`config.mk`:
```
export PLATFORM = sky130hd
export DESIGN_NAME = gfdmd_div
export DESIGN_NICKNAME = d
export VERILOG_FILES = /design/src/rtl/gfdmd_pkg.sv /design/src/rtl/gfdmd_div.sv
export SDC_FILE = /design/constraint.sdc
export NUM_CORES = 1
export LEC_CHECK = 0
export BUFFER_PORTS_ARGS = -buffer_cell sky130_fd_sc_hd__buf_2
export CORE_MARGIN = 5
export CORE_UTILIZATION = 25
export CTS_CLUSTER_DIAMETER = 50
export DETAILED_ROUTE_END_ITERATION = 8
export GPL_ROUTABILITY_DRIVEN = 0
export MAX_ROUTING_LAYER = met4
export PLACE_DENSITY = 0.4
export SETUP_SLACK_MARGIN = 0.02
export SLEW_MARGIN = 20
export SYNTH_ARGS = -nofsm -noshare
export SYNTH_HDL_FRONTEND = slang
export SYNTH_SLANG_ARGS = --single-unit
```
`constraint.sdc`:
```
create_clock -name i_clk -period 4.52 [get_ports i_clk]
set_input_delay 0.678 -clock i_clk [delete_from_list [all_inputs] [get_ports i_clk]]
set_output_delay 0.678 -clock i_clk [all_outputs]
set_load 0.03 [all_outputs]
```
`src/rtl/gfdmd_pkg.sv`:
```
// shared types, codes and constants for the grid frame-difference motion detector
// no dependencies
package gfdmd_pkg;

    localparam int P_MAX_CELLS = 1024;

    localparam int DIV_NW = 33;
    localparam int DIV_DW = 20;

    localparam logic [19:0] CNT_MAX = 20'hFFFFF;

    localparam logic signed [23:0] C_RV   = 24'sd5743;
    localparam logic signed [23:0] C_GU   = 24'sd1411;
    localparam logic signed [23:0] C_GV   = 24'sd2925;
    localparam logic signed [23:0] C_BU   = 24'sd7258;
    localparam logic signed [23:0] C_HALF = 24'sd2048;

    localparam logic [2:0] MM_U     = 3'd0;
    localparam logic [2:0] MM_Y     = 3'd1;
    localparam logic [2:0] MM_V     = 3'd2;
    localparam logic [2:0] MM_RED   = 3'd3;
    localparam logic [2:0] MM_GREEN = 3'd4;
    localparam logic [2:0] MM_BLUE  = 3'd5;

    localparam logic [1:0] RM_ALL = 2'd0;
    localparam logic [1:0] RM_IN  = 2'd1;
    localparam logic [1:0] RM_OUT = 2'd2;

    localparam logic [2:0] CFG_MEASURE_MODE = 3'd0;
    localparam logic [2:0] CFG_THRESHOLD    = 3'd1;
    localparam logic [2:0] CFG_DELAY        = 3'd2;
    localparam logic [2:0] CFG_REGION_MODE  = 3'd3;
    localparam logic [2:0] CFG_COL_FIRST    = 3'd4;
    localparam logic [2:0] CFG_COL_LAST     = 3'd5;
    localparam logic [2:0] CFG_ROW_FIRST    = 3'd6;
    localparam logic [2:0] CFG_ROW_LAST     = 3'd7;

    typedef enum logic [2:0] {
        ST_CLEAR,
        ST_IDLE,
        ST_LOOK,
        ST_DIV,
        ST_FIN,
        ST_OUT,
        ST_STOP
    } t_state;

endpackage

```
`src/rtl/gfdmd_div.sv`:
```
// unsigned restoring divider, one quotient bit per cycle
// depends on gfdmd_pkg
module gfdmd_div (
    input  logic                            i_clk,
    input  logic                            i_rst_n,
    input  logic                            i_start,
    input  logic [gfdmd_pkg::DIV_NW-1:0]    i_num,
    input  logic [gfdmd_pkg::DIV_DW-1:0]    i_den,
    output logic                            o_done,
    output logic [gfdmd_pkg::DIV_NW-1:0]    o_quo
);
    import gfdmd_pkg::*;

    localparam int CW = $clog2(DIV_NW);

    logic            r_busy;
    logic            r_done;
    logic [CW-1:0]   r_cnt;
    logic [DIV_DW-1:0] r_rem;
    logic [DIV_NW-1:0] r_q;
    logic [DIV_DW-1:0] r_den;
    logic [DIV_DW:0]   shifted;
    logic [DIV_DW:0]   trial;

    always_comb begin
        shifted = {r_rem, r_q[DIV_NW-1]};
        trial   = shifted - {1'b0, r_den};
    end

    always_ff @(posedge i_clk) begin
        if (!i_rst_n) begin
            r_busy <= 1'b0;
            r_done <= 1'b0;
            r_cnt  <= '0;
        end else begin
            r_done <= r_busy && (r_cnt == CW'(DIV_NW - 1));
            if (i_start) begin
                r_busy <= 1'b1;
                r_cnt  <= '0;
            end else if (r_busy) begin
                r_cnt <= r_cnt + 1'b1;
                if (r_cnt == CW'(DIV_NW - 1)) begin
                    r_busy <= 1'b0;
                end
            end
        end
    end

    always_ff @(posedge i_clk) begin
        if (i_start) begin
            r_rem <= '0;
            r_q   <= i_num;
            r_den <= i_den;
        end else if (r_busy) begin
            if (!trial[DIV_DW]) begin
                r_rem <= trial[DIV_DW-1:0];
                r_q   <= {r_q[DIV_NW-2:0], 1'b1};
            end else begin
                r_rem <= shifted[DIV_DW-1:0];
                r_q   <= {r_q[DIV_NW-2:0], 1'b0};
            end
        end
    end

    assign o_done = r_done;
    assign o_quo  = r_q;

endmodule

```
Word level (Yosys, flattened, before mapping)
Index checks and enable logic that the tools add are counted.
{ "word_totals": {"regBits": 81, "latchBits": 0, "ram_bits": 0, "mem_bits_ro": 0, "n_memories": 0} }
{ "op_classes": {"add_sub_neg": 2, "mul": 0, "div_mod_pow": 0, "order_cmp": 0, "n_eq_ne": 1, "n_shift": 0, "n_mux": 7, "n_bitwise": 1, "n_reduce_logical": 3} }
{ "ops": {"columns": ["cell", "n"], "rows": [
  ["33-bit 2-to-1 mux", 2],
  ["21-bit by 20-bit subtractor with 21-bit output", 1],
  ["20-bit 2-to-1 mux", 1],
  ["6-bit by 1-bit adder with 6-bit output (second input constant)", 1],
  ["6-bit equality test (second input constant)", 1],
  ["1-bit 2-to-1 mux", 4],
  ["2-bit nonzero test", 1],
  ["2-bit OR reduction", 1],
  ["1-bit logical AND", 1],
  ["1-bit NOT", 1]
]} }

Logic depth before layout (Yosys ltp)
{ "depth": {"ltp_word": 4, "mapped_depth": 12} }

Least setup slack after synthesis
Ideal clock, no wire load.
{ "synth_path": {"path_type": "register to register", "startpoint": "register r_q[32], in the netlist o_quo[32]", "endpoint": "register r_rem[1]", "setup_time_ns": 0.095, "arrival_ns": 2.740, "slack_ns": 1.684, "stages_incl_launch_ff": 12, "n_path_buf": 1, "synth_period_minus_slack_ns": 2.836, "path_cell_list": "edfxtp_1 -> inv_1 -> ha_1 -> fa_1 -> nor2b_1 -> o31a_1 -> o21ai_1 -> and3_1 -> or3_1 -> buf_6 -> a2111o_1 -> o311ai_1"} }
{ "synth_between": {"elab_chain_len": 2} }
{ "synth_lines": {"columns": ["element", "line", "source"], "rows": [
  ["start: declaration", "gfdmd_div.sv:20", "logic [DIV_NW-1:0] r_q;"],
  ["start signal: assignment", "gfdmd_div.sv:52", "r_q <= i_num;"],
  ["start signal: assignment", "gfdmd_div.sv:57", "r_q <= {r_q[DIV_NW-2:0], 1'b1};"],
  ["start signal: assignment", "gfdmd_div.sv:60", "r_q <= {r_q[DIV_NW-2:0], 1'b0};"],
  ["21-bit by 20-bit subtractor with 21-bit output", "gfdmd_div.sv:27", "trial = shifted - {1'b0, r_den};"],
  ["20-bit 2-to-1 mux", "gfdmd_div.sv:55", "if (!trial[DIV_DW]) begin"],
  ["end signal: assignment", "gfdmd_div.sv:56", "r_rem <= trial[DIV_DW-1:0];"],
  ["end signal: assignment", "gfdmd_div.sv:59", "r_rem <= shifted[DIV_DW-1:0];"],
  ["end: declaration", "gfdmd_div.sv:19", "logic [DIV_DW-1:0] r_rem;"]
]} }
Every way passes these cells.
A chain may end at the register's enable or synchronous reset.

Worst setup path in the final report
{ "layout_path": {"startpoint": "register r_q[32], in the netlist o_quo[32]", "endpoint": "register r_rem[0]"} }
{ "layout_between": {"elab_chain_len": 2} }
{ "layout_lines": {"columns": ["element", "line"], "rows": [
  ["21-bit by 20-bit subtractor with 21-bit output", "gfdmd_div.sv:27"],
  ["20-bit 2-to-1 mux (*)", "gfdmd_div.sv:55"]
]} }
Every way passes the cells marked *; elsewhere a longest branch is shown, timed or not.

==> impl_metrics.toml <==
[synth]
syn_area_um2 = 4482
synth_seq_area_share_pct = 48.02
ys_warn_count = 0
syn_avg_cell_area_um2 = 10.70
syn_inst = 419
synth.distinct_cells = 57
synth_edf_count = 53
syn_nets = 498
synthArstFlopShare_pct = 0
synth_flop_cell = "edfxtp_1"
ys_seq_elements = 81

[cells_and_area]
areaGrowthSynthToFinish_pct = 20.69
fillerInstances = 1859
final_nets = 581
antenna_cells = 0
final_cell_mix = "buf_2, edfxtp_1, nor2_1, mux2_2, inv_1"
area.sequential_um2 = 2152
layout-drive-gt1-share_pct = 29.19
multiInputGateArea_um2 = 2117
layout_commonest_cell = "buf_2"

[clock_tree]
cts_setup_buffers = 0
root_buffer = "clkbuf_16"
clock_sinks = 81
cts_buffers = 9
cts_tree = "built"
path_clk_slew_ns = 0.06
postCtsHoldBufs = 0
cts.path.max_buffers = 2
clkLatencyLatePin_ns = 0.35
cts.htree.levels = 3
ctsResizeCount = 0

[setup_path]
critPathBufInv = 1
worstReg2RegStart = "o_quo[32]"
crit_path_start_kind = "flop"
reg2reg_to = "r_rem[0]"
reg2reg_slack_ns = 1.36
required_ns = 4.78
critPathTopFamily = "simple AND/OR/NAND/NOR gates"
cp.arrival_ns = 3.42
cp_slowest_cell = "nor3_2"
endpoint_kind = "flop"
rr_worst_depth = 10
max_stage_delay_ns = 0.69
crit_chain = "inv_1, ha_1, fa_1, nor2b_1, o31a_1, o21ai_1, and3_1, nor3_2, nor2_1, a311oi_1"
worst-setup-path-type = "flop to flop"
crit_fanout = 15

[timing]
clock_skew_ns = 0.008512
rsz0062_at_grt = "no"
max-slew-margin-rel_pct = 40.18
post-route-min-period_ns = 3.159
period_share_pct = 69.90
clock.fmax_mhz = 316.5
hold_viol_final = 0
final-setup-viol-count = 0
setup_tns_ns = 0
worst_pin_slew_ns = 0.8925
maxSlewViolCount = 0
worst_slack_ns = 1.361

[floorplanning]
initial_core_util_pct = 25.21
die_area_um2 = 20700
fp.dieH_um = 143.9
core_area_um2 = 17780
fp-row-count = 49
die_x_um = 143.9
io_pins = 90

[placement]
place_ws_ns = 1.338
port_buffers = 89
post-dp-hpwl_um = 8461

[min_path]
worstHoldStart = "r_cnt[5]"
min_path_cells = 2
min_to = "r_cnt[5]"
hold_class = "flop to flop"

[power]
switching_share_pct = 31.26
p_clk_share_pct = 33.7
p_switching_mw = 0.6435
p_per_area_nw_per_um2 = 380.6
irDropWorstVdd_v = 0.0001701
p_leak_nw = 2.226
intPower_mw = 1.415
comb_power_share_pct = 22.5
power_frac_seq_pct = 43.8

[routing]
route.detailed.drc = 0
detail-route-antenna-nets = 0
wire_per_inst_um = 15.72
drt_iter0_markers = 197
firstDrtPassIters = 4
num_vias = 3411
routed_wl_um = 11570
vias_per_cell = 4.635

[global_route]
overflow = 0
grt_pass1_wl_um = 18550
grt_usage_pct = 11.96
first_global_vias = 3391
grt_max_degree = 61
antenna_found_initial = 0

[run_status]
status = "complete, no violations"

[run]
max_cap_violations = 0
power groups by stage:
| stage | clock network (mW) | logic [mW] | registers [mW] |
|---|---|---|---|
| floorplan | 0 | 0.277 | 0.971 |
| global placement | 0 | 0.468 | 0.917 |
| detailed placement | 0 | 0.468 | 0.918 |
| CTS | 0.722 | 0.471 | 0.903 |
| global route | 0.749 | 0.513 | 0.909 |
| finish | 0.694 | 0.464 | 0.901 |
Yosys cell counts (2+ instances only):
| cell | instances | share of area (%) |
|---|---|---|
| a211o_1 | 3 | 0.59 |
| a211oi_1 | 3 | 0.50 |
| a21o_1 | 6 | 1.0 |
| a21oi_1 | 15 | 1.7 |
| a311oi_1 | 12 | 2.3 |
| a31oi_1 | 8 | 1.1 |
| and3_1 | 11 | 1.5 |
| buf_2 | 2 | 0.22 |
| buf_4 | 2 | 0.33 |
| buf_6 | 2 | 0.50 |
| clkbuf_1 | 13 | 1.1 |
| dfxtp_1 | 28 | 13 |
| edfxtp_1 | 53 | 36 |
| ha_1 | 22 | 6.1 |
| inv_1 | 30 | 2.5 |
| mux2_2 | 32 | 8.0 |
| nand2_1 | 22 | 1.8 |
| nand3_1 | 16 | 1.8 |
| nand4_1 | 3 | 0.42 |
| nor2_1 | 34 | 2.8 |
| nor2b_1 | 3 | 0.42 |
| nor3_1 | 3 | 0.33 |
| nor3b_1 | 2 | 0.33 |
| nor4_1 | 3 | 0.42 |
| nor4b_1 | 2 | 0.39 |
| o211a_1 | 4 | 0.89 |
| o211ai_1 | 4 | 0.67 |
| o21a_1 | 4 | 0.67 |
| o21ai_0 | 19 | 2.1 |
| o21ai_1 | 2 | 0.22 |
| o21bai_1 | 2 | 0.33 |
| o31a_1 | 3 | 0.59 |
| o31ai_1 | 6 | 1.0 |
| or2_2 | 2 | 0.28 |
| or3_1 | 4 | 0.56 |
| xnor2_1 | 10 | 2.0 |
| xor2_1 | 9 | 1.8 |
state kept, by name (all words and copies together) (netlist names):
name,flops
o_done,1
o_quo,33
r_busy,1
r_cnt,6
r_den,20
r_rem,20
worst register-to-register path, delay by kind of cell, from the launching register on:
family | cells | cell delay [ns]
flip-flops | 1 | 0.34
AND/OR/NAND/NOR | 4 | 1.39
AO/OA/AOI/OAI | 3 | 0.66
adder cells (fa/ha/maj) | 2 | 0.62
buffers and inverters | 1 | 0.06
metrics by stage:
stage,util (%),power [mW],hold WS [ns],cells,cell area (um2)
global route,30.42,2.172,0.4880,736,5409
CTS,30.42,2.095,0.4898,736,5409
detailed placement,28.89,1.386,0.4815,720,5136
finish,30.42,2.059,0.4961,736,5409
floorplan,-,1.247,0.4418,419,4482
global placement,28.89,1.386,0.4720,720,5136
kinds of logic (layout without fill, tap and decap cells):
family / after synthesis / count (layout) / synth area share [%]
buffers and inverters: 50 / 138 / 4.746
AO/OA/AOI/OAI: 104 / 104 / 16.81
AND/OR/NAND/NOR: 109 / 109 / 11.87
adder cells (fa/ha/maj): 23 / 23 / 6.588
XOR/XNOR: 19 / 19 / 3.713
flip-flops: 81 / 81 / 48.02
multiplexers: 33 / 33 / 8.264
routing by layer:
layer,global-route usage (%),share of wire [%]
met1,15.29,46
met4,4.509,2.0
met5,-,0
met3,2.396,2.8
met2,18.72,49
how the worst max path moves through the flow:
stage	startpoint	end	slack, ns	cells past startpoint
floorplan	o_quo[32]	r_rem[1]	1.68	11
CTS	o_quo[32]	r_rem[14]	1.30	10
finish	o_quo[32]	r_rem[0]	1.36	10
global placement	o_quo[32]	r_rem[0]	1.41	10
global route	o_quo[32]	r_rem[0]	1.00	10
detailed placement	o_quo[32]	r_rem[14]	1.34	10
layout make-up:
| cell class | count | area share, % |
|---|---|---|
| multi-input combinational | 288 | 39.14 |
| inverter | 30 | 2.082 |
| sequential | 81 | 39.79 |
| clock buffer | 10 | 4.233 |
| timing repair buffer | 92 | 8.651 |
| clock inverter | 6 | 0.8096 |
| tap | 229 | 5.297 |
(Power assumes the default switching activity.)
