--- src/rtl/gfdmd_pkg.sv ---
// shared types, codes and constants for the grid frame-difference motion detector
// no dependencies
package gfdmd_pkg;

    localparam int P_MAX_CELLS = 1024;

    localparam int DIV_NW = 33;
    localparam int DIV_DW = 20;

    localparam logic [19:0] CNT_MAX = 20'hFFFFF;

    localparam logic signed [23:0] C_RV   = 24'sd5743;
    localparam logic signed [23:0] C_GU   = 24'sd1411;
    localparam logic signed [23:0] C_GV   = 24'sd2925;
    localparam logic signed [23:0] C_BU   = 24'sd7258;
    localparam logic signed [23:0] C_HALF = 24'sd2048;

    localparam logic [2:0] MM_U     = 3'd0;
    localparam logic [2:0] MM_Y     = 3'd1;
    localparam logic [2:0] MM_V     = 3'd2;
    localparam logic [2:0] MM_RED   = 3'd3;
    localparam logic [2:0] MM_GREEN = 3'd4;
    localparam logic [2:0] MM_BLUE  = 3'd5;

    localparam logic [1:0] RM_ALL = 2'd0;
    localparam logic [1:0] RM_IN  = 2'd1;
    localparam logic [1:0] RM_OUT = 2'd2;

    localparam logic [2:0] CFG_MEASURE_MODE = 3'd0;
    localparam logic [2:0] CFG_THRESHOLD    = 3'd1;
    localparam logic [2:0] CFG_DELAY        = 3'd2;
    localparam logic [2:0] CFG_REGION_MODE  = 3'd3;
    localparam logic [2:0] CFG_COL_FIRST    = 3'd4;
    localparam logic [2:0] CFG_COL_LAST     = 3'd5;
    localparam logic [2:0] CFG_ROW_FIRST    = 3'd6;
    localparam logic [2:0] CFG_ROW_LAST     = 3'd7;

    typedef enum logic [2:0] {
        ST_CLEAR,
        ST_IDLE,
        ST_LOOK,
        ST_DIV,
        ST_FIN,
        ST_OUT,
        ST_STOP
    } t_state;

endpackage

--- src/rtl/gfdmd_measure.sv ---
// per-pixel measure: raw Y/U/V or fixed-point RGB clipped to 0..255
// depends on gfdmd_pkg
module gfdmd_measure (
    input  logic [2:0]        i_mode,
    input  logic [7:0]        i_luma,
    input  logic signed [7:0] i_u,
    input  logic signed [7:0] i_v,
    output logic signed [8:0] o_val
);
    import gfdmd_pkg::*;

    logic signed [23:0] y_s;
    logic signed [23:0] u_s;
    logic signed [23:0] v_s;
    logic signed [23:0] t_r;
    logic signed [23:0] t_g;
    logic signed [23:0] t_b;
    logic [7:0] red;
    logic [7:0] green;
    logic [7:0] blue;

    function automatic logic [7:0] clip(input logic signed [23:0] t);
        logic signed [11:0] s;
        s = 12'(t >>> 12);
        if (s < 0) begin
            clip = 8'd0;
        end else if (s > 12'sd255) begin
            clip = 8'd255;
        end else begin
            clip = s[7:0];
        end
    endfunction

    always_comb begin
        y_s = $signed({16'd0, i_luma}) <<< 12;
        u_s = 24'(i_u);
        v_s = 24'(i_v);
        t_r = y_s + v_s * C_RV + C_HALF;
        t_g = y_s - u_s * C_GU - v_s * C_GV + C_HALF;
        t_b = y_s + u_s * C_BU + C_HALF;
        red   = clip(t_r);
        green = clip(t_g);
        blue  = clip(t_b);
        case (i_mode)
            MM_U:     o_val = 9'(i_u);
            MM_V:     o_val = 9'(i_v);
            MM_RED:   o_val = $signed({1'b0, red});
            MM_GREEN: o_val = $signed({1'b0, green});
            MM_BLUE:  o_val = $signed({1'b0, blue});
            default:  o_val = $signed({1'b0, i_luma});
        endcase
    end

endmodule

--- config.mk ---
export PLATFORM = sky130hd
export DESIGN_NAME = gfdmd_measure
export DESIGN_NICKNAME = d
export VERILOG_FILES = /design/src/rtl/gfdmd_pkg.sv /design/src/rtl/gfdmd_measure.sv
export SDC_FILE = /design/constraint.sdc
export NUM_CORES = 1
export LEC_CHECK = 0
export BUFFER_PORTS_ARGS = -buffer_cell sky130_fd_sc_hd__buf_2
export CELL_PAD_IN_SITES_DETAIL_PLACEMENT = 0
export CELL_PAD_IN_SITES_GLOBAL_PLACEMENT = 2
export CORE_ASPECT_RATIO = 1.2
export CORE_MARGIN = 2
export CORE_UTILIZATION = 45
export DETAILED_ROUTE_END_ITERATION = 12
export MAX_ROUTING_LAYER = met4
export PLACE_DENSITY = 0.95
export SYNTH_ARGS = -nofsm -noshare
export SYNTH_HDL_FRONTEND = slang
export SYNTH_SLANG_ARGS = --single-unit
--- constraint.sdc ---
create_clock -name vclk -period 13.6
set_input_delay 0.68 -clock vclk [all_inputs]
set_output_delay 0.68 -clock vclk [all_outputs]
set_load 0.005 [all_outputs]
After elaboration in Yosys (flattened, before gate mapping):

Cells that the tools add are included.

* flip-flop bits (word level): 0
* input port bits: 27

* add/subtract/negate cells: 7
* $mul: 4
* order comparisons: 6
* equal/unequal tests: 4
* mux-type cells: 7
* reductions and logical operators: 1

Operators by type and width (number)
* $add 23x13->24 const B: 3
* $mux 8: 6
* $add 21x22->23: 2
* $pmux 9 s5: 1
* $mul 8x13->21 const B: 2
* $gt 12x9->1 const B: 3
* $lt 12x1->1 const B: 3
* $sub 22x21->23: 1
* $mul 8x14->22 const B: 1
* $sub 21x20->22: 1
* $mul 8x12->20 const B: 1
* $eq 3x2->1 const B: 2
* $eq 3x3->1 const B: 2
* $logic_not 3->1: 1

Depth between registers and ports, before layout:

Gate-level depths: netlist of run 1.

* depth in word-level cells: 8
* mapped depth: 25

Least setup slack after synthesis of run 1:

Ideal clock, no wire load.

* path type: input -> output
* from: input i_v[2]
* to: output o_val[1]
* arrival time: 6.096 ns
* data required time: 12.920 ns
* path slack: 6.824 ns
* stages: 21
* path through: ha_1 inv_1 fa_1 inv_1 fa_1 inv_1 fa_1 inv_1 fa_1 fa_1 inv_1 ha_1 and3_4 a22oi_2 or4b_4 o211a_4 or3_4 a31oi_1 o221ai_1 o32ai_1 a21oi_1

* cells in the longest elaborated chain, start to end: 7

RTL lines
* start: declaration: line gfdmd_measure.sv:7 `input logic signed [7:0] i_v,`
* $mul 8x14->22 or $mul 8x13->21 (tied branches): line gfdmd_measure.sv:38, gfdmd_measure.sv:39
* $add 21x22->23 or $sub 22x21->23 (tied branches): line gfdmd_measure.sv:38, gfdmd_measure.sv:39
* $add 23x13->24, on equally long branches: line gfdmd_measure.sv:38, gfdmd_measure.sv:39
* $gt 12x9->1: line gfdmd_measure.sv:27 `end else if (s > 12'sd255) begin`
* $mux 8: line gfdmd_measure.sv:27
* $mux 8: line gfdmd_measure.sv:25 `if (s < 0) begin`
* $pmux 9 s5 *: line gfdmd_measure.sv:44 `case (i_mode)`
* end: declaration: line gfdmd_measure.sv:8 `output logic signed [8:0] o_val`

Every way passes the cells marked *; elsewhere a longest branch is shown, timed or not.

Worst setup path after layout of run 1:

* from: input i_u[7]
* to: output o_val[3]

* cells in the longest elaborated chain, start to end: 8

RTL lines
* start: declaration: line gfdmd_measure.sv:6 `input logic signed [7:0] i_u,`
* $mul 8x12->20: line gfdmd_measure.sv:39 `t_g = y_s - u_s * C_GU - v_s * C_GV + C_HALF;`
* $sub 21x20->22: line gfdmd_measure.sv:39
* $sub 22x21->23: line gfdmd_measure.sv:39
* $add 23x13->24: line gfdmd_measure.sv:39
* $gt 12x9->1: line gfdmd_measure.sv:27
* $mux 8: line gfdmd_measure.sv:27
* $mux 8: line gfdmd_measure.sv:25
* $pmux 9 s5 *: line gfdmd_measure.sv:44

Marks and branches as above.

==> flow_summary_export.csv, run 1 <==
group,metric,value,unit
critical_path,worstPathRequired,12.92,ns
clock_network,cts-hold-fix-buffers,0,
layout,area_growth,5.49,%
hold_path,min_path_type,"input pin to output port",
floorplanning,die_w,129,um
floorplanning,start_util,45.5,%
logic_synthesis,yosysWarnings,0,
route,vias,6586,
pwr,leakage,4.77,nW
critical_path,path_cells,"buf_2, inv_1, ha_1, inv_1, ha_1, fa_1, inv_1, fa_1, fa_1, inv_1, fa_1, inv_1, ha_1, a21oi_1, nand2_1, or4b_4, o211a_4, o211ai_1, a221o_1, o221ai_1, o32ai_1, a21oi_1, buf_2",
logic_synthesis,ys_types,71,
sta,fin_setup_tns,0,ns
logic_synthesis,syn_area,8480,um^2
critical_path,cp.arrival,6.90,ns
sta,worstMarginPinSlew,0.741,ns
critical_path,critical_path.startpoint,"i_u[7]",
global_routing,overflow,0,
floorplanning,rows,55,
global_routing,grt_pass1_vias,6991,
floorplanning,die-height,154,um
global_routing,track_usage,23.7,%
layout,antennaDiodeCount,0,
clock_network,cts_setup_buffers,0,
outcome,outcome,"complete, no violations",
critical_path,cp_max_fo,21,
logic_synthesis,syn_inst,954,
layout,design_area,8950,um^2
critical_path,cp-end-kind,"output port",
layout,seqCellArea,0,um^2
critical_path,critPathMaxStageDelay,0.55,ns
pwr,total_power,1.92,mW
placement,gp_congestion,0.963,
sta,max-slew-margin-rel,50.5,%
floorplanning,coreArea,18600,um^2
critical_path,worstSetupPathType,"input pin to output port",
critical_path,critPathSlowestCell,"fa_1",
logic_synthesis,synth.area.top_cells,"ha_1 32%, fa_1 30%, inv_1 11%",
layout,final_nets,1349,
placement,port_buffers,36,
pwr,powerDensity,214,nW/um^2
logic_synthesis,synth.largest_area_cell,"ha_1",
logic_synthesis,synth_area_per_cell,8.89,um^2
sta,drv_slew,0,
route,ant_nets,0,
pwr,ir_worst_vdd,0.000263,V
logic_synthesis,yosysSeqAreaShare,0,%
sta,finalHoldViolations,0,
sta,period_share,55.8,%
route,drtIter0Drc,274,
sta,finalSetupViolCount,0,
route,vias_per_cell,5.33,
placement,placed_cell_area,8950,um^2
run,maxCapViolations,0,
global_routing,grt_pass1_wl,36300,um
sta,rsz0062_at_grt,"false",
layout,nClkBuffers,0,
route,wl_per_cell,17.7,um
layout,nFlopsAndLatches,0,
hold_path,hold_start,"i_luma[5]",
logic_synthesis,yosysTopAreaCellShare,31.7,%
logic_synthesis,synth.most_common_cell,"inv_1",
floorplanning,die_area,20000,um^2
route,drc,0,
critical_path,cpMostUsedCell,"inv_1",
route,dr.pass1.iters,5,
global_routing,antenna_found_initial,0,
critical_path,start_kind,"input pin",
floorplanning,ios,36,
layout,nFillCells,1847,
global_routing,grt_max_degree,23,
clock_network,post_cts_resized,0,
logic_synthesis,syn-num-nets,1321,
sta,timing.fmax,132,MHz
sta,fin_crit,7.58,ns
hold_path,whs_path_depth,4,
placement,dpl.hpwl,19400,um
route,drt_wl_total,21900,um
layout,drive_gt1_share,6.12,%
logic_synthesis,synth_common_cells,"239 x inv_1, 215 x ha_1, 125 x fa_1",
report_power, final:
part / switching (mW) / internal (mW)
sequential: 0 / 0
clock: 0 / 0
combinational: 1.11 / 0.806
total: 1.11 / 0.806
metal layers:
| layer | GRT usage [%] | wire, um |
|---|---|---|
| met1 | 31.3 | 9720 |
| met2 | 40.9 | 10800 |
| met3 | 0.899 | 798 |
| met4 | 4.40 | 534 |
| met5 | - | 0 |
area by class of cell:
type,count,area [um^2],share of cell area [%]
Tap cell,256,320,3.58
Inverter,239,897,10.0
Timing Repair Buffer,38,195,2.18
Multi-Input combinational cell,703,7530,84.2
stage by stage:
stage                     util, %  hold WS [ns]  worst slack (ns)  cells
after floorplan                 -          1.49              6.82    954
after global placement       48.0          1.79              6.12   1236
after detailed placement     48.0          1.78              6.03   1236
after CTS                    48.0          1.78              6.02   1236
after global routing         48.0          1.79              5.62   1236
final                        48.0          1.78              6.02   1236
cell families (layout without fill, tap and decap cells):
group / Yosys count / in the layout / synth area share (%)
AOI/OAI and AO/OA: 182 / 182 / 14.9
adders and majority gates: 340 / 340 / 61.2
buffers and inverters: 251 / 277 / 11.2
xor gates and xnor gates: 27 / 27 / 2.79
muxes: 2 / 2 / 0.280
and+or+nand+nor: 152 / 152 / 9.62
layout by cell type (no fill, tap or decap), types with 4 or more instances in the layout:
cell type,instances
ha_1,215
a31oi_1,11
nor2_1,51
xnor2_1,14
xor2_1,13
a211o_1,5
fa_1,125
o31ai_1,6
a21o_1,17
and3_1,8
and2_1,6
o221ai_1,4
inv_1,239
nor3_1,12
o2111ai_1,5
or3_1,7
nor4_1,6
o31a_1,4
nor2b_1,8
o211ai_1,6
nand2_1,14
nand3_1,13
buf_2,36
o21a_1,11
a21oi_1,39
a211oi_1,10
nand2b_1,5
o21ai_0,31
path summary, 6_finish.rpt:
kind / to
max: o_val[3]
min: o_val[5]
critical path: cells and delay by family:
| kind | cells | cell delay (ns) |
|---|---|---|
| compound gates | 7 | 1.49 |
| fa+ha+maj | 7 | 3.19 |
| buf+inv | 7 | 0.95 |
| simple gates | 2 | 0.59 |
(Power assumes the default switching activity.)
==> run 2: changes to the inputs <==
CORE_UTILIZATION = 42   (was 45)
PLACE_DENSITY = 0.93   (was 0.95)
clock period = 7.35 ns   (was 13.6 ns; I/O delays follow)
==> run 2 against run 1 <==
Effect of this change:
- setup slack worse by 5.6 ns
- via count fell by 0.44%
- critical path depth unchanged
==> flow_summary_export.csv, run 2 (same netlist as run 1, synthesis figures left out) <==
group,metric,value,unit
route,wl_per_cell,17.6,um
global_routing,antenna_found_initial,0,
route,drc,0,
placement,gp_congestion,0.936,
layout,area_growth,6.00,%
pwr,powerDensity,385,nW/um^2
clock_network,post_cts_resized,0,
critical_path,cp-end-kind,"output port",
floorplanning,die_area,21300,um^2
placement,dp_cells,1246,
sta,timing.fmax,145,MHz
critical_path,start_kind,"input pin",
sta,worstMarginPinSlew,0.641,ns
floorplanning,ios,36,
route,drtIter0Drc,275,
placement,port_buffers,36,
pwr,leakage,4.79,nW
run,maxCapViolations,0,
route,drt_wl_total,21900,um
critical_path,cp.arrival,6.53,ns
outcome,outcome,"complete, no violations",
layout,antennaDiodeCount,0,
hold_path,hold_start,"i_luma[5]",
hold_path,worstHoldEndpoint,"o_val[5]",
floorplanning,die_w,134,um
floorplanning,rows,56,
route,vias_per_cell,5.26,
sta,finalSetupViolCount,0,
layout,nFlopsAndLatches,0,
critical_path,critPathSlowestCell,"fa_1",
sta,period_share,93.8,%
floorplanning,die-height,160,um
critical_path,critPathMaxStageDelay,0.55,ns
critical_path,crit_buf_inv,7,
clock_network,cts-hold-fix-buffers,0,
sta,rsz0062_at_grt,"false",
layout,layout_common_cells,"239 x inv_1, 215 x ha_1, 125 x fa_1",
route,vias,6557,
layout,seqCellArea,0,um^2
global_routing,overflow,0,
layout,multiInputGateArea,7530,um^2
layout,drive_gt1_share,6.60,%
route,dr.pass1.iters,5,
critical_path,critPathTopFamily,"adder cells",
floorplanning,coreArea,19700,um^2
global_routing,track_usage,22.3,%
sta,fin_crit,6.90,ns
layout,layout_commonest_cell,"inv_1",
hold_path,whs_path_depth,4,
layout,nClkBuffers,0,
hold_path,min_path_type,"input pin to output port",
critical_path,worstPathRequired,6.98,ns
sta,max-slew-margin-rel,57.3,%
route,ant_nets,0,
global_routing,grt_pass1_vias,6924,
layout,final_nets,1354,
sta,drv_slew,0,
layout,final_cell_count_no_fill,1246,
critical_path,worstSetupPathType,"input pin to output port",
sta,finalHoldViolations,0,
global_routing,grt_pass1_wl,36700,um
pwr,ir_worst_vdd,0.000415,V
critical_path,path_cells,"buf_2, ha_1, inv_1, fa_1, inv_1, fa_1, inv_1, fa_1, inv_1, fa_1, fa_1, inv_1, ha_1, and3_4, a22oi_2, or4b_4, o211a_4, o2111ai_2, nand3_2, a21oi_1, nor4_2, a211oi_1, buf_2",
global_routing,grt_max_degree,23,
clock_network,cts_setup_buffers,0,
floorplanning,start_util,43.1,%
layout,nFillCells,1982,
critical_path,cp_max_fo,10,
placement,dpl.hpwl,19700,um
sta,fin_setup_tns,0,ns
[run 2: stage by stage]
step	utilization, %	power, mW	instance area, um^2	setup slack, ns	hold WS, ns
after global placement	45.7	3.45	8990	0.523	1.16
after floorplan	-	2.64	8480	1.20	0.863
after CTS	45.7	3.47	8990	0.473	1.16
final	45.7	3.46	8990	0.454	1.16
after detailed placement	45.7	3.43	8990	0.486	1.16
after global routing	45.7	3.93	8990	0.143	1.18
[run 2: power by group]
part | switching, mW | internal (mW) | leakage (nW)
sequential | 0 | 0 | 0
clock | 0 | 0 | 0
combinational | 1.96 | 1.50 | 4.79
total | 1.96 | 1.50 | 4.79
[run 2: layout make-up]
class,instances,area share [%]
timing repair buffer,43,2.59
multi-input combinational,703,83.8
tap,261,3.63
inverter,239,9.98
[run 2: metal layers]
| layer | vias up | share of wire [%] | track usage (%) |
|---|---|---|---|
| met5 | - | 0 | - |
| met4 | 0 | 1.1 | 2.08 |
| met3 | 16 | 2.4 | 0.698 |
| met2 | 95 | 50 | 38.9 |
| met1 | 3175 | 46 | 30.0 |
| li1 | 3271 | - | - |
[run 2: worst max-delay path by stage]
stage / to / slack [ns] / startpoint / cells past startpoint
2_1_floorplan: o_val[1] / 1.20 / i_v[2] / 21
3_3_place_gp: o_val[2] / 0.52 / i_v[1] / 22
3_5_place_dp: o_val[1] / 0.49 / i_v[2] / 23
4_1_cts: o_val[1] / 0.47 / i_v[2] / 23
5_1_grt: o_val[5] / 0.14 / i_u[7] / 23
6_report: o_val[0] / 0.45 / i_v[2] / 23
==> run 3: changes to the inputs <==
ABC_AREA = 1   (was unset)
ABC_CLOCK_PERIOD_IN_PS = 7350   (was unset)
CORE_UTILIZATION = 40   (was 42)
PLACE_DENSITY = 0.94   (was 0.93)
==> run 3 against run 2 <==
Effect of this change:
- global-route usage decreased by 0.74 points
- critical path depth increased by 2
- synthesized cell count increased by 23%
- first-iteration DRC count decreased by 8.4%
- clock-buffer cell count unchanged
- hold slack got worse by 0.049 ns
- area after synthesis increased by 4.5%
- non-clock buffer count decreased by 7
- utilization decreased by 2.4 points
- sequential cell count unchanged
- highest routed layer unchanged
==> flow_summary_export.csv, run 3 <==
group,metric,value,unit
layout,nFlopsAndLatches,0,
layout,layout_commonest_cell,"inv_1",
route,vias_per_cell,4.90,
sta,worstMarginPinSlew,0.504,ns
critical_path,critPathTopFamily,"adder cells",
placement,port_buffers,36,
logic_synthesis,syn-num-nets,1540,
critical_path,cpMostUsedCell,"inv_1",
logic_synthesis,yosysTopAreaCellShare,30.3,%
critical_path,cp.arrival,5.91,ns
route,drtIter0Drc,252,
layout,drive_gt1_share,4.80,%
logic_synthesis,synth_common_cells,"302 x inv_1, 242 x nand2_1, 215 x ha_1",
sta,drv_slew,0,
route,vias,7274,
sta,max-slew-margin-rel,66.3,%
floorplanning,rows,59,
clock_network,post_cts_resized,0,
critical_path,critPathMaxStageDelay,0.54,ns
layout,antennaDiodeCount,0,
route,drc,0,
critical_path,start_kind,"input pin",
critical_path,critPathSlowestCell,"fa_1",
run,maxCapViolations,0,
clock_network,cts_setup_buffers,0,
sta,period_share,85.4,%
critical_path,cp_max_fo,15,
floorplanning,start_util,40.9,%
floorplanning,die_area,23400,um^2
logic_synthesis,synth_area_per_cell,7.56,um^2
global_routing,overflow,0,
hold_path,worstHoldEndpoint,"o_val[5]",
sta,fin_setup_tns,0,ns
hold_path,min_path_type,"input pin to output port",
route,wl_per_cell,16.1,um
critical_path,worstPathRequired,6.98,ns
route,drt_wl_total,23900,um
logic_synthesis,yosysWarnings,0,
route,dr.pass1.iters,5,
critical_path,worstSetupPathType,"input pin to output port",
clock_network,cts-hold-fix-buffers,0,
hold_path,hold_start,"i_luma[5]",
sta,fin_crit,6.27,ns
floorplanning,die-height,167,um
critical_path,cp-end-kind,"output port",
hold_path,whs_path_depth,4,
sta,finalSetupViolCount,0,
floorplanning,ios,36,
sta,fin_hold_ws,1.11,ns
layout,layout_common_cells,"302 x inv_1, 242 x nand2_1, 215 x ha_1",
global_routing,antenna_found_initial,0,
layout,seqCellArea,0,um^2
floorplanning,die_w,140,um
global_routing,grt_pass1_wl,39400,um
global_routing,grt_pass1_vias,7769,
floorplanning,coreArea,21700,um^2
logic_synthesis,syn_inst,1173,
layout,final_nets,1578,
global_routing,grt_max_degree,16,
sta,timing.fmax,159,MHz
logic_synthesis,syn_area,8870,um^2
placement,dpl.hpwl,22000,um
logic_synthesis,synth.largest_area_cell,"ha_1",
layout,nClkBuffers,0,
logic_synthesis,synth.most_common_cell,"inv_1",
critical_path,crit_buf_inv,7,
global_routing,track_usage,21.6,%
route,ant_nets,0,
sta,rsz0062_at_grt,"false",
logic_synthesis,ys_types,32,
logic_synthesis,synth.area.top_cells,"ha_1 30%, fa_1 28%, inv_1 13%",
logic_synthesis,yosysSeqAreaShare,0,%
placement,gp_congestion,0.928,
sta,finalHoldViolations,0,
outcome,outcome,"complete, no violations",
layout,area_growth,5.90,%
-- run 3: changes by cell type in the layout (fill, tap and decap cells not counted), moves of 7 or more --
cell / change
a21o_1: -12
o21ai_0: -10
a21oi_1: +26
nand2_2: +9
o21a_1: -8
nand3_1: +24
inv_1: +63
a211oi_1: -10
buf_4: -7
nand4_1: +19
nand2_1: +228
nor2b_1: -7
and3_1: -8
or3_1: -7
-- run 3: final cells by class --
| cell class | instances | area [um^2] |
|---|---|---|
| inverters | 306 | 1150 |
| fillers | 2288 | 12300 |
| well taps | 274 | 343 |
| multi-input cells | 867 | 7720 |
| repair buffers | 36 | 180 |
-- run 3: cells by family after synthesis --
logic type	Yosys count	synth area share [%]
and+or+nand+nor	386	18.4
xor gates and xnor gates	28	2.77
buffers and inverters	306	13.0
adders and majority gates	340	58.6
AOI/OAI and AO/OA	113	7.34
-- run 3: metal layers --
layer / share of wire, % / global-route usage [%] / routed length (um) / vias to the layer above
li1: - / - / - / 3707
met1: 44 / 26.9 / 10600 / 3442
met2: 52 / 40.0 / 12500 / 103
met3: 1.8 / 0.257 / 420 / 22
met4: 1.8 / 3.22 / 428 / 0
met5: 0 / - / 0 / -
-- run 3: per-stage QoR --
stage          cell area, um^2  setup WS (ns)  util, %  std cells
4_1_cts                   9390           1.05     43.3       1483
3_3_place_gp              9390           1.12     43.3       1483
5_1_grt                   9390          0.675     43.3       1483
2_1_floorplan             8870           2.04        -       1173
3_5_place_dp              9390           1.05     43.3       1483
6_report                  9390           1.08     43.3       1483
-- run 3: worst max-delay path by stage --
stage                           to  startpoint  cells past startpoint
final                     o_val[7]      i_u[7]                     25
after global routing      o_val[6]      i_u[7]                     34
after CTS                 o_val[7]      i_u[7]                     25
after detailed placement  o_val[7]      i_u[7]                     25
after global placement    o_val[7]      i_u[7]                     26
after floorplan           o_val[0]      i_v[2]                     26
Power of run 3 is left out: the tool's default activity adds up to more than one toggle a clock period on the data nets, which glitch-free logic cannot reach.
